`src/hdl/ega_ram.sv`:
```
module ega_ram #(
  parameter int WIDTH = 32,
  parameter int DEPTH = 4
) (
  input  logic                     clk,
  input  logic                     we,
  input  logic [$clog2(DEPTH)-1:0] waddr,
  input  logic [WIDTH-1:0]         wdata,
  input  logic [$clog2(DEPTH)-1:0] raddr,
  output logic [WIDTH-1:0]         rdata
);

  logic [WIDTH-1:0] mem [DEPTH];

  always_ff @(posedge clk) begin
    if (we) begin
      mem[waddr] <= wdata;
    end
    rdata <= mem[raddr];
  end

endmodule

```
`config.mk`:
```
export PLATFORM = sky130hd
export DESIGN_NAME = ega_ram
export DESIGN_NICKNAME = d
export VERILOG_FILES = /design/src/hdl/ega_ram.sv
export SDC_FILE = /design/constraint.sdc
export NUM_CORES = 1
export LEC_CHECK = 0
export BUFFER_PORTS_ARGS = -buffer_cell sky130_fd_sc_hd__clkbuf_2
export CAP_MARGIN = 20
export CORE_MARGIN = 1.5
export CORE_UTILIZATION = 40
export CTS_CLUSTER_SIZE = 40
export DETAILED_ROUTE_END_ITERATION = 16
export GPL_TIMING_DRIVEN = 0
export PLACE_DENSITY = 0.59
export SYNTH_ARGS = -nofsm -noshare
export SYNTH_HDL_FRONTEND = slang
export SYNTH_SLANG_ARGS = --single-unit
```
`constraint.sdc`:
```
create_clock -name clk -period 5.3 [get_ports clk]
set_input_delay 1.06 -clock clk [delete_from_list [all_inputs] [get_ports clk]]
set_output_delay 1.06 -clock clk [all_outputs]
set_load 0.05 [all_outputs]
```
==> results.py <==
metrics = {
    "sta": {
        "finalSetupViolations": 0,
        "hold_viol_final": 0,
        "period_share_pct": 40.6,
        "max_slew_margin_pct": 41.5,
        "whs_ps": 549,
        "finClkSkew_ps": 5.26,
        "fin_crit_ps": 2150,
        "final_max_slew_viol_count": 0,
        "fin_setup_tns_ps": 0,
        "fmax_mhz": 465,
        "tightest_slew_ps": 878,
        "rsz0062_at_grt": "false",
    },
    "cts": {
        "clock_path_buffers": 2,
        "cts.sink_count": 160,
        "postCtsSetupBuffers": 0,
        "cts_tree": "done",
        "h-tree-depth": 4,
        "cts_root_buffer": "clkbuf_16",
        "post_cts_resize_count": 0,
        "numCtsBuffers": 17,
        "clk_pin_slew_ps": 60,
        "cts-hold-fix-buffers": 0,
        "clk_latency_ps": 410,
    },
    "detailed_routing": {
        "viasPerCell": 4.75,
        "wirelength_um": 8350,
        "wire_per_inst_um": 17.5,
        "vias": 2267,
        "dr.pass1.iters": 6,
        "drcViolationCount": 0,
        "dr.first_iter.drc_count": 151,
        "ant_nets": 0,
    },
    "global_route": {
        "track_usage_pct": 13.0,
        "antenna_found_initial": 0,
        "grt_pass1_wl_um": 13000,
        "grt_overflow": 0,
        "grt_max_degree": 33,
        "grt_pass1_vias": 2507,
    },
    "logic_synthesis": {
        "yosysUniqueCellTypes": 10,
        "postSynthAreaPerCell_um2": 26.3,
        "synthDominantCellAreaShare_pct": 72.1,
        "synth_seq_cells": 160,
        "synth_area_um2": 5330,
        "yosysWarnings": 0,
        "ys_seq_area_share_pct": 84.1,
        "synth.area.top_cells": "edfxtp_1 (72%), mux4_2 (13%), dfxtp_1 (12%)",
        "syn_nets": 241,
        "yosys.area.top_type": "edfxtp_1",
        "synthesis.instances": 203,
    },
    "setup_path": {
        "cp_slowest_cell": "nor3b_2",
        "cp.required_ps": 5420,
        "cp_max_fo": 10,
        "worst_path_most_repeated_cell": "buf_6",
        "path_cells": "clkbuf_2 -> nor3b_2 -> buf_6 -> buf_6",
        "path_class": "in -> reg",
        "start_kind": "primary input",
        "critPathArrivalTime_ps": 2270,
        "worstRegToRegCells": 1,
        "slowest_delay_ps": 680,
        "end_kind": "flip-flop",
    },
    "run": {
        "drv_cap": 0,
    },
    "power": {
        "p_leak_nw": 2.30,
        "powerDensity_nw_per_um2": 432,
        "p_seq_share_pct": 51.8,
        "swShare_pct": 21.1,
        "intPower_mw": 2.21,
        "p_sw_mw": 0.592,
        "ir_drop_mv": 0.353,
        "p_comb_share_pct": 7.6,
        "clkPwrFrac_pct": 40.6,
    },
    "floorplanning": {
        "io_pins": 70,
        "core_area_um2": 12800,
        "rows": 41,
        "fp.dieW_um": 118,
        "start_util_pct": 41.6,
        "design.die.area_um2": 14000,
        "die_y_um": 118,
    },
    "placement": {
        "numPortBuffers": 68,
        "dp_hpwl_um": 4950,
        "gp_congestion": 0.642,
    },
    "final_layout": {
        "final_util_pct": 50.5,
        "area_growth_pct": 21.5,
        "antenna_cells_inserted": 0,
        "final_nets": 331,
        "drive_gt1_share_pct": 44.6,
    },
    "min_path": {
        "min_path_cells": 1,
        "min_path_type": "reg -> reg",
    },
    "status": {
        "outcome": "finished, final reports clean",
    },
}
-- placed cells by master, fill, tap and decap left out --
master,n
and3_2,1
and3b_2,2
buf_12,3
buf_2,3
buf_4,1
buf_6,3
bufinv_16,2
clkbuf_1,3
clkbuf_16,17
clkbuf_2,68
clkbuf_8,2
clkinv_1,4
clkinv_2,3
dfxtp_1,32
edfxtp_1,128
mux4_1,2
mux4_2,30
nor3b_2,1
-- Yosys cell counts (all sizes together) --
| master | number |
|---|---|
| buf | 7 |
| mux4 | 32 |
| and3 | 1 |
| and3b | 2 |
| dfxtp | 32 |
| nor3b | 1 |
| edfxtp | 128 |
-- path summary, 6_finish.rpt --
kind | slack (ps) | start | endpoint
max | 3150 | waddr[1] | mem[0][4]
min | 550 | mem[0][0] | rdata[0]
max reg2reg | 4320 | mem[0][31] | rdata[31]
min reg2reg | 550 | mem[0][0] | rdata[0]
-- flip-flops by register name (all words and copies together) (netlist names) --
name   cells
mem      128
rdata     32
-- final cells by class --
| class | count | area [um^2] |
|---|---|---|
| multi-input cells | 36 | 768 |
| plain buffers | 7 | 86.3 |
| flip-flops and latches | 160 | 4480 |
| clock buffers | 22 | 464 |
| repair buffers | 71 | 370 |
| well taps | 172 | 215 |
| fillers | 1072 | 6350 |
| clock inverters | 9 | 90.1 |
-- routing by layer --
metal  global-route usage, %  share of wire (%)
met5                       0                  0
met4                    4.74                1.3
met3                    7.00                6.9
met2                    19.5                 48
met1                    15.8                 43
-- worst max-delay path: cells and delay by family --
family	cells	cell delay (ps)
AND/OR/NAND/NOR	1	680
buffers and inverters	3	520
-- stage by stage --
stage | worst slack, ps | area [um^2] | instances | power, mW
3_3_place_gp | -728 | 5890 | 443 | 1.69
3_5_place_dp | 2670 | 5920 | 446 | 1.69
6_report | 3150 | 6480 | 477 | 2.80
5_1_grt | 3070 | 6480 | 477 | 2.89
2_1_floorplan | 1370 | 5330 | 203 | 1.62
4_1_cts | 3120 | 6480 | 477 | 2.84
-- cells by family after synthesis --
logic type	synth area share (%)
buf+inv	1.62
flops	84.1
mux	13.7
simple gates	0.587
-- power by group through the flow --
stage               registers, mW  logic [mW]  clock network, mW
global route                 1.46       0.225               1.21
finish                       1.45       0.213               1.14
floorplan                    1.56      0.0646                  0
detailed placement           1.48       0.218                  0
global placement             1.48       0.212                  0
CTS                          1.45       0.218               1.17
No activity file was read; power rests on OpenSTA's default activity.
